File: src/hdl/tgs_pkg.sv
// ----------------------------------------------------------------------------
// tgs_pkg
// Shared types, constants and fixed-point helpers for the twiddle gain search.
// ----------------------------------------------------------------------------
package tgs_pkg;

  localparam int NUM_GAINS = 3;
  localparam int GAIN_W    = 24;
  localparam int STEP_W    = GAIN_W - 1;
  localparam int TOL_W     = 24;
  localparam int INIT_W    = 23;
  localparam int COST_W    = 32;
  localparam int IDX_W     = (NUM_GAINS > 1) ? $clog2(NUM_GAINS) : 1;
  localparam int SUM_W     = STEP_W + $clog2(NUM_GAINS + 1);
  localparam int CMP_W     = (SUM_W > TOL_W) ? SUM_W : TOL_W;
  localparam int CFG_W     = (TOL_W > INIT_W) ? TOL_W : INIT_W;
  localparam int CFG_IDX_W = 1;
  localparam int K_W       = 17;
  localparam int Q_SHIFT   = 16;
  localparam int SCALED_W  = STEP_W + K_W - Q_SHIFT;

  localparam logic [K_W-1:0]    GROW_Q16   = 17'd72089;
  localparam logic [K_W-1:0]    SHRINK_Q16 = 17'd58982;
  localparam logic [TOL_W-1:0]  TOL_RESET  = 24'd819;
  localparam logic [INIT_W-1:0] INIT_RESET = 23'd4096;

  typedef enum logic [CFG_IDX_W-1:0] {
    REG_TOLERANCE = 1'b0,
    REG_INIT_STEP = 1'b1
  } cfg_reg_t;

  typedef enum logic [1:0] {
    PH_IDLE,
    PH_PLUS,
    PH_MINUS,
    PH_DONE
  } phase_t;

  typedef logic signed [GAIN_W-1:0] gain_t;
  typedef logic [STEP_W-1:0]        step_t;

  typedef struct packed {
    gain_t [NUM_GAINS-1:0] gain;
    logic                  done;
    logic [COST_W-1:0]     best;
  } result_t;

  function automatic gain_t sat_gain(input logic signed [GAIN_W:0] v);
    if (v[GAIN_W] != v[GAIN_W-1]) begin
      return v[GAIN_W] ? {1'b1, {(GAIN_W-1){1'b0}}} : {1'b0, {(GAIN_W-1){1'b1}}};
    end
    return v[GAIN_W-1:0];
  endfunction

  function automatic gain_t trial_gain(input gain_t g, input step_t s, input logic minus);
    logic signed [GAIN_W:0] gx;
    logic signed [GAIN_W:0] sx;
    gx = {g[GAIN_W-1], g};
    sx = {2'b00, s};
    return sat_gain(minus ? gx - sx : gx + sx);
  endfunction

  function automatic step_t scale_step(input step_t s, input logic [K_W-1:0] k);
    logic [STEP_W+K_W-1:0] prod;
    logic [SCALED_W-1:0]   scaled;
    prod   = s * k;
    scaled = prod[STEP_W+K_W-1:Q_SHIFT];
    if (scaled[SCALED_W-1:STEP_W] != '0) begin
      return '1;
    end
    return scaled[STEP_W-1:0];
  endfunction

  function automatic step_t init_step(input logic [INIT_W-1:0] v);
    if (INIT_W > STEP_W && (v >> STEP_W) != '0) begin
      return '1;
    end
    return step_t'(v);
  endfunction

endpackage

File: src/hdl/tgs_core.sv
// ----------------------------------------------------------------------------
// tgs_core
// Search state and combinational update: gains, steps, best cost, index and
// phase advance on each load and give the next result.
// ----------------------------------------------------------------------------
module tgs_core (
  input  logic                          clk,
  input  logic                          rst,
  input  logic                          load,
  input  logic [tgs_pkg::COST_W-1:0]    cost,
  input  logic                          restart,
  input  logic [tgs_pkg::TOL_W-1:0]     tolerance,
  input  logic [tgs_pkg::INIT_W-1:0]    initial_step,
  output tgs_pkg::result_t              next_result
);
  import tgs_pkg::*;

  gain_t             gains      [NUM_GAINS];
  gain_t             gains_next [NUM_GAINS];
  step_t             steps      [NUM_GAINS];
  step_t             steps_next [NUM_GAINS];
  logic [COST_W-1:0] lowest;
  logic [COST_W-1:0] lowest_next;
  logic [IDX_W-1:0]  index;
  logic [IDX_W-1:0]  index_next;
  phase_t            phase;
  phase_t            phase_next;

  logic [IDX_W-1:0]  sel;
  gain_t             cand;
  gain_t             ncand;
  step_t             grown;
  step_t             shrunk;
  logic              better;
  logic              restart_pass;
  logic              trial;
  logic              adv;
  logic              last;
  logic              within_tol;
  logic [SUM_W-1:0]  step_sum;

  always_comb begin
    sel          = ({1'b0, index} < (IDX_W+1)'(NUM_GAINS)) ? index : '0;
    cand         = trial_gain(gains[sel], steps[sel], phase == PH_MINUS);
    grown        = scale_step(steps[sel], GROW_Q16);
    shrunk       = scale_step(steps[sel], SHRINK_Q16);
    better       = cost < lowest;
    restart_pass = restart || phase == PH_IDLE;
    trial        = phase == PH_PLUS || phase == PH_MINUS;
    gains_next   = gains;
    steps_next   = steps;
    lowest_next  = lowest;
    adv          = 1'b0;
    if (restart_pass) begin
      for (int k = 0; k < NUM_GAINS; k++) begin
        gains_next[k] = '0;
        steps_next[k] = init_step(initial_step);
      end
      lowest_next = cost;
    end else if (trial) begin
      if (better) begin
        lowest_next     = cost;
        gains_next[sel] = cand;
        steps_next[sel] = grown;
        adv             = 1'b1;
      end else if (phase == PH_MINUS) begin
        steps_next[sel] = shrunk;
        adv             = 1'b1;
      end
    end
    step_sum = '0;
    for (int k = 0; k < NUM_GAINS; k++) begin
      step_sum = step_sum + SUM_W'(steps_next[k]);
    end
    within_tol = CMP_W'(step_sum) <= CMP_W'(tolerance);
  end

  always_comb begin
    last       = {1'b0, sel} == (IDX_W+1)'(NUM_GAINS - 1);
    phase_next = phase;
    index_next = index;
    if (restart_pass || (adv && last)) begin
      index_next = '0;
      phase_next = within_tol ? PH_DONE : PH_PLUS;
    end else if (adv) begin
      index_next = sel + 1'b1;
      phase_next = PH_PLUS;
    end else if (phase == PH_PLUS) begin
      phase_next = PH_MINUS;
    end
  end

  always_comb begin
    ncand = trial_gain(gains_next[index_next], steps_next[index_next],
                       phase_next == PH_MINUS);
    for (int k = 0; k < NUM_GAINS; k++) begin
      if ((phase_next == PH_PLUS || phase_next == PH_MINUS) &&
          index_next == IDX_W'(k)) begin
        next_result.gain[k] = ncand;
      end else begin
        next_result.gain[k] = gains_next[k];
      end
    end
    next_result.done = phase_next == PH_DONE;
    next_result.best = lowest_next;
  end

  always_ff @(posedge clk) begin
    if (rst) begin
      for (int k = 0; k < NUM_GAINS; k++) begin
        gains[k] <= '0;
        steps[k] <= init_step(INIT_RESET);
      end
      lowest <= '1;
      index  <= '0;
      phase  <= PH_IDLE;
    end else if (load) begin
      gains  <= gains_next;
      steps  <= steps_next;
      lowest <= lowest_next;
      index  <= index_next;
      phase  <= phase_next;
    end
  end

  a_done_holds: assert property (@(posedge clk) disable iff (rst)
    load && !restart && phase == PH_DONE |=> phase == PH_DONE && $stable(lowest))
    else $error("finished search changed without restart");

  a_done_index: assert property (@(posedge clk) disable iff (rst)
    phase == PH_DONE |-> index == '0)
    else $error("finished search with nonzero gain index");

endmodule

File: src/hdl/twiddle_gain_search.sv
// ----------------------------------------------------------------------------
// twiddle_gain_search
// Twiddle coordinate-descent tuner for three Q12.12 controller gains.
// ----------------------------------------------------------------------------
// Usage:
//   Each input request carries the cost measured for the gains last proposed
//   (restart set: cost of all-zero gains, new search). Each request yields one
//   result request with the next candidate kp/kd/ki, or the final gains with
//   done_res set, and the best cost of the current search.
//   Channels: valid/stall on both sides; a request moves when valid is high
//   and stall is low. Configuration (tolerance, initial_step) is written via
//   cfg_write/cfg_index/cfg_data while no request is in flight.
//   Path: the input register holds a taken request until it loads into the
//   result register (one input register, one result register).
//   Throughput: one request per cycle while out_stall is low; the state
//   update between the two registers is combinational.
//   Reset: gains zero, steps 4096, best cost all ones; the first cost is
//   always treated as a restart.
//   When the receiver stalls, the result register holds, the input register
//   fills, and then stall is raised toward the sender.
// ----------------------------------------------------------------------------
module twiddle_gain_search (
  input  logic                             clk,
  input  logic                             rst,
  input  logic                             cfg_write,
  input  logic [tgs_pkg::CFG_IDX_W-1:0]    cfg_index,
  input  logic [tgs_pkg::CFG_W-1:0]        cfg_data,
  input  logic                             in_valid,
  output logic                             in_stall,
  input  logic [tgs_pkg::COST_W-1:0]       cost,
  input  logic                             restart,
  output logic                             out_valid,
  input  logic                             out_stall,
  output logic signed [tgs_pkg::GAIN_W-1:0] kp,
  output logic signed [tgs_pkg::GAIN_W-1:0] kd,
  output logic signed [tgs_pkg::GAIN_W-1:0] ki,
  output logic                             done_res,
  output logic [tgs_pkg::COST_W-1:0]       best_cost
);
  import tgs_pkg::*;

  logic [TOL_W-1:0]  tolerance;
  logic [INIT_W-1:0] initial_step;
  logic              s1_valid;
  logic [COST_W-1:0] s1_cost;
  logic              s1_restart;
  logic              out_free;
  logic              load;
  logic              accept;
  result_t           next_result;
  result_t           res;

  assign out_free = !out_valid || !out_stall;
  assign load     = s1_valid && out_free;
  assign in_stall = s1_valid && !out_free;
  assign accept   = in_valid && !in_stall;

  always_ff @(posedge clk) begin
    if (rst) begin
      tolerance    <= TOL_RESET;
      initial_step <= INIT_RESET;
    end else if (cfg_write) begin
      case (cfg_index)
        REG_TOLERANCE: tolerance    <= cfg_data[TOL_W-1:0];
        REG_INIT_STEP: initial_step <= cfg_data[INIT_W-1:0];
        default: ;
      endcase
    end
  end

  always_ff @(posedge clk) begin
    if (rst) begin
      s1_valid <= 1'b0;
    end else if (accept) begin
      s1_valid <= 1'b1;
    end else if (load) begin
      s1_valid <= 1'b0;
    end
  end

  always_ff @(posedge clk) begin
    if (accept) begin
      s1_cost    <= cost;
      s1_restart <= restart;
    end
  end

  tgs_core u_core (
    .clk          (clk),
    .rst          (rst),
    .load         (load),
    .cost         (s1_cost),
    .restart      (s1_restart),
    .tolerance    (tolerance),
    .initial_step (initial_step),
    .next_result  (next_result)
  );

  always_ff @(posedge clk) begin
    if (rst) begin
      out_valid <= 1'b0;
    end else if (out_free) begin
      out_valid <= load;
    end
  end

  always_ff @(posedge clk) begin
    if (load) begin
      res <= next_result;
    end
  end

  assign kp        = res.gain[0];
  assign kd        = res.gain[1];
  assign ki        = res.gain[2];
  assign done_res  = res.done;
  assign best_cost = res.best;

  a_load_out: assert property (@(posedge clk) disable iff (rst)
    load |=> out_valid)
    else $error("loaded result not presented");

  a_stall_full: assert property (@(posedge clk) disable iff (rst)
    in_stall |-> s1_valid && out_valid)
    else $error("stall raised with room in the pipeline");

  a_s1_hold: assert property (@(posedge clk) disable iff (rst)
    in_stall |=> s1_valid && $stable(s1_cost) && $stable(s1_restart))
    else $error("stalled input register lost its request");

endmodule
File: config.mk
export PLATFORM = sky130hd
export DESIGN_NAME = twiddle_gain_search
export DESIGN_NICKNAME = d
export VERILOG_FILES = /design/src/hdl/tgs_pkg.sv /design/src/hdl/tgs_core.sv /design/src/hdl/twiddle_gain_search.sv
export SDC_FILE = /design/constraint.sdc
export NUM_CORES = 2
export LEC_CHECK = 0
export ABC_AREA = 1
export BUFFER_PORTS_ARGS = -buffer_cell sky130_fd_sc_hd__buf_4
export CELL_PAD_IN_SITES_DETAIL_PLACEMENT = 1
export CELL_PAD_IN_SITES_GLOBAL_PLACEMENT = 1
export CORE_ASPECT_RATIO = 0.5
export CORE_MARGIN = 4
export CORE_UTILIZATION = 42
export DETAILED_ROUTE_END_ITERATION = 7
export MAX_ROUTING_LAYER = met4
export PLACE_DENSITY_LB_ADDON = 0.15
export SLEW_MARGIN = 20
export SYNTH_ARGS = -nofsm -noshare
export SYNTH_HDL_FRONTEND = slang
export SYNTH_SLANG_ARGS = --single-unit
export TNS_END_PERCENT = 1
File: constraint.sdc
create_clock -name clk -period 15.1 [get_ports clk]
set_input_delay 3.02 -clock clk [delete_from_list [all_inputs] [get_ports clk]]
set_output_delay 3.02 -clock clk [all_outputs]
set_load 0.05 [all_outputs]
# Word level (Yosys, flattened, before mapping)
# Cells that the tools add are included.
# totals
ff_bits	364
output_inout_bits	107
wordCells	128
# op_classes
n_addsub	7
multipliers	2
magnitude_cmp	6
eq_ne	10
muxes	58
n_bitwise	3
reduce_logical	22
# op_table
op	count
$mux W24	14
$mux W69	4
$mux W72	3
$mux W23	7
$bwmux W69	2
$bmux W24 S2	2
$mux W32	3
$bmux W23 S2	2
$bwmux W72	1
$add A24 B24 Y25	2
$mux W25	2
$sub A24 B24 Y25	2
$demux W24 S2	1
$demux W23 S2	1
$mul A23 B17 Y40 const B	1
$mul A23 B15 Y38 const B	1
$lt A32 B32 Y1	1
$add A25 B23 Y25	1
$le A25 B24 Y1	1
$add A23 B23 Y24	1
$mux W2	7
$eq A2 B2 Y1 const B	5
$mux W1	9
$logic_and A1 B1 Y1	8
other kinds (13)	27

# Depth between registers and ports, before layout
# depth
depth_word	24
mapped_depth	104
depth_no_buf	98

# By module
# A second synthesis with hierarchy kept.
# unflattened
hier_cells	6068
area_unflattened_um2	41634.9
# modules_own_cells
mod	instances	cells_per_inst	area_per_inst_um2
tgs_core	1	5672	35560.4
twiddle_gain_search	1	396	6074.6

# Least setup slack after synthesis
# OpenSTA, ideal clock, no wires.
# synth_timing
path_kind	flip-flop to flip-flop
startpoint	register u_core.index[1]
endpoint	register res (netlist bit kp[5]), data pin
setup_ps	253
arrival_ps	15089
required_ps	14847
path_slack_ps	-242
stages_incl_launch_ff	88
path_buffers	8
path_cell_list	dfxtp_1 > inv_1 > ha_1 > buf_2 > inv_2 > clkbuf_1 > clkbuf_1 > clkbuf_1 > clkbuf_1 > o211ai_1 > o21ai_0 > inv_1 > ha_1 > ha_1 > inv_1 > fa_1 > inv_1 > fa_1 > [52 not listed] > xor2_1 > ha_1 > nand2_1 > o21ai_0 > a21oi_1 > o21bai_1 > a21oi_1 > nor3_1 > nor2_1 > o21ai_0 > nand3_1 > nand2_1 > xor2_1 > nand3b_2 > buf_4 > nand2_1 > nand2_1 > nand2_1
# synth_lines
element	line	source
from (decl)	tgs_core.sv:24	logic [IDX_W-1:0] index;
from (signal assigned)	tgs_core.sv:121	index <= index_next;
to (signal assigned)	twiddle_gain_search.sv:109	res <= next_result;
to (decl)	twiddle_gain_search.sv:51	result_t res;

==> impl_metrics.py <==
metrics = {
    "status": {
        "status": "completed",
    },
    "placement": {
        "port_buffers": 169,
        "routabilityCongestion": 1.04,
        "dp_slack_ps": -1110,
        "hpwl_um": 161000,
        "dpl_cell_area_um2": 49000,
        "place_inst": 7977,
    },
    "synth": {
        "synth_cell_types": 60,
        "async_flop_share_pct": 0,
        "synth_common_cells": "nand2_1 (1393), inv_1 (1004), o21ai_0 (539)",
        "netlist_area_um2": 41600,
        "synthesis.nets": 6780,
        "yosys_register_bits": 364,
        "synth_ff_type": "dfxtp_1",
        "post-synth-top-area-cell": "ha_1",
        "synth-edff-count": 138,
        "avgSynthCellArea_um2": 6.91,
        "yosysMostFrequentCell": "nand2_1",
        "synth_top_cell_area_share_pct": 13.8,
        "ys_warn_count": 0,
        "ys_seq_area_share_pct": 20.8,
        "syn_inst": 6020,
        "synth_area_leaders": "ha_1 (14%), nand2_1 (13%), fa_1 (11%)",
    },
    "worst_setup_path": {
        "worstSetupPathType": "reg2reg",
        "crit_arrival_ps": 15070,
        "crit_top_cell": "nand2_1",
        "end_kind": "flop",
        "timing.critical_path.fanout_max": 8,
        "max_stage_delay_ps": 590,
        "critPathRequiredTime_ps": 15480,
        "cp_slowest_cell": "fa_1",
        "start_kind": "flop",
    },
    "grt": {
        "grtUsageTotal_pct": 38.7,
        "grt_pass1_wl_um": 299000,
        "grt_max_degree": 242,
        "grt_pass1_vias": 47500,
        "grt_antenna_before_repair": 6,
        "grt_overflow_total": 0,
    },
    "sta": {
        "maxSlewViolCount": 0,
        "period_share_pct": 97.3,
        "hold_viol_final": 0,
        "setup_violations": 0,
        "grt_setup_unrepaired": "true",
        "fmax_mhz": 68.1,
        "skew_ps": 54.0,
        "max_slew.worst_pin.slew_ps": 1340,
        "period_minus_slack_ps": 14690,
        "timing.final.ws_setup_ps": 414,
        "maxSlewHeadroom_pct": 9.73,
    },
    "floorplan": {
        "rows": 81,
        "core_area_um2": 98000,
        "ios": 170,
        "die_h_um": 231,
        "initial_utilization_pct": 42.5,
        "die_w_um": 453,
        "die_area_um2": 105000,
    },
    "final_layout": {
        "layout-drive-gt1-share_pct": 20.9,
        "final_nets": 7527,
        "stdcell_count": 8133,
        "design_area_um2": 52600,
        "syn2layout_area_growth_pct": 26.4,
        "nFillCells": 12600,
    },
    "clock_tree": {
        "clock_path_buffers": 3,
        "cts.reportedPaths.clkPinSlew_ps": 70,
        "cts_tree": "yes",
        "cts_num_sinks": 364,
        "clk_latency_ps": 630,
        "cts_root_buffer": "clkbuf_16",
        "htreeDepth": 2,
        "cts_made_buffers": 39,
    },
    "routing": {
        "drc": 0,
        "vias": 46100,
        "wirelength_um": 204000,
        "vias_per_cell": 5.66,
        "drt-initial-drc-count": 4641,
        "post_drt_wl_per_cell_um": 25.1,
        "dr.pass1.iters": 7,
        "antenna_left": 0,
    },
    "job": {
        "drv_cap": 0,
    },
    "worst_hold_path": {
        "hold_class": "reg2reg",
    },
}
## path summary, 6_finish.rpt
| path | cells after the start | from | slack, ps | end |
|---|---|---|---|---|
| worst max-delay path | 89 | u_core.index[1] | 410 | kp[22] |
| worst min-delay path | 2 | tolerance[22] | 470 | tolerance[22] |
| worst max register to register | 89 | u_core.index[1] | 410 | kp[22] |
| worst min register to register | 2 | tolerance[22] | 470 | tolerance[22] |
## logic make-up after synthesis
group,synth area share (%)
simple gates,23.0
compound gates,16.2
buf+inv,11.7
fa+ha+maj,25.3
flops,20.8
xor+xnor,2.95
## sequential cells by signal, summed over array words and instances (netlist names)
register	flops
u_core.gains	72
u_core.steps	69
best_cost	32
s1_cost	32
u_core.lowest	32
kd	24
ki	24
kp	24
tolerance	24
initial_step	23
u_core.index	2
u_core.phase	2
done_res	1
out_valid	1
s1_restart	1
s1_valid	1
## layer usage
layer  track usage (%)  part of all wire [%]  vias up
li1                  -                     -    20800
met4              11.9                   3.8        0
met2              60.4                    45     1901
met5                 -                     0        -
met1              51.2                    43    23000
met3              6.82                   8.7      404
## what timing repair did
item,in CTS,in global routing
hold buffers,0,0
buffers inserted,14,63
gates cloned,0,1
pin swaps,28,117
resized for setup,114,295
setup endpoints to repair,72,72
## layout make-up
cell class / count / area, µm² / share of cell area (%)
multi-input cells: 4400 / 29700 / 56.4
clock inverters: 18 / 248 / 0.471
clock buffers: 54 / 1090 / 2.08
well taps: 1328 / 1660 / 3.16
diodes: 7 / 17.5 / 0.0333
inverters: 1026 / 3880 / 7.38
flip-flops and latches: 364 / 8670 / 16.5
repair buffers: 936 / 7360 / 14.0
## stage by stage
step / util [%] / hold slack (ps) / TNS (ps)
4_1_cts: 51.8 / 473 / 0
2_1_floorplan: - / 435 / 0
3_3_place_gp: 49.9 / 447 / -56170
3_5_place_dp: 49.9 / 464 / -75390
6_report: 53.7 / 472 / 0
5_1_grt: 53.7 / 497 / -20020
## cell usage in the layout, fill, tap and decap left out, types with 16 or more instances in the layout
master     Yosys  final
a21oi_1      512    485
a21oi_2        4     26
a31oi_1       16     16
buf_12         0     16
buf_4         12    894
buf_6          6     23
clkbuf_16      0     40
dfxtp_1      226    224
edfxtp_1     138    138
fa_1         239    232
ha_1         458    399
ha_4           0     53
inv_1       1004    978
inv_2         15     32
nand2_1     1393   1320
nand2_2       54    117
nand2_4        9     19
nand3_1      247    238
nand3_2       19     28
nand4_1       37     37
nor2_1       475    440
nor2_2        10     31
nor2_4         2     16
o211ai_1      59     59
o21ai_0      539    487
o21ai_1       24     55
o21ai_2        1     19
o221ai_1      18     18
or2_2         22     21
xnor2_1       42     42
xor2_1        98     90
## critical path: cells and delay by family (launching register included)
family / cells / cell delay [ps]
compound gates: 26 / 3970
simple gates: 29 / 2990
buf+inv: 16 / 1790
fa+ha+maj: 14 / 4730
xor+xnor: 4 / 640
flops: 1 / 330
Power is left out: the tool's default activity adds up to more than one toggle a clock period on the data nets, which glitch-free logic cannot reach.
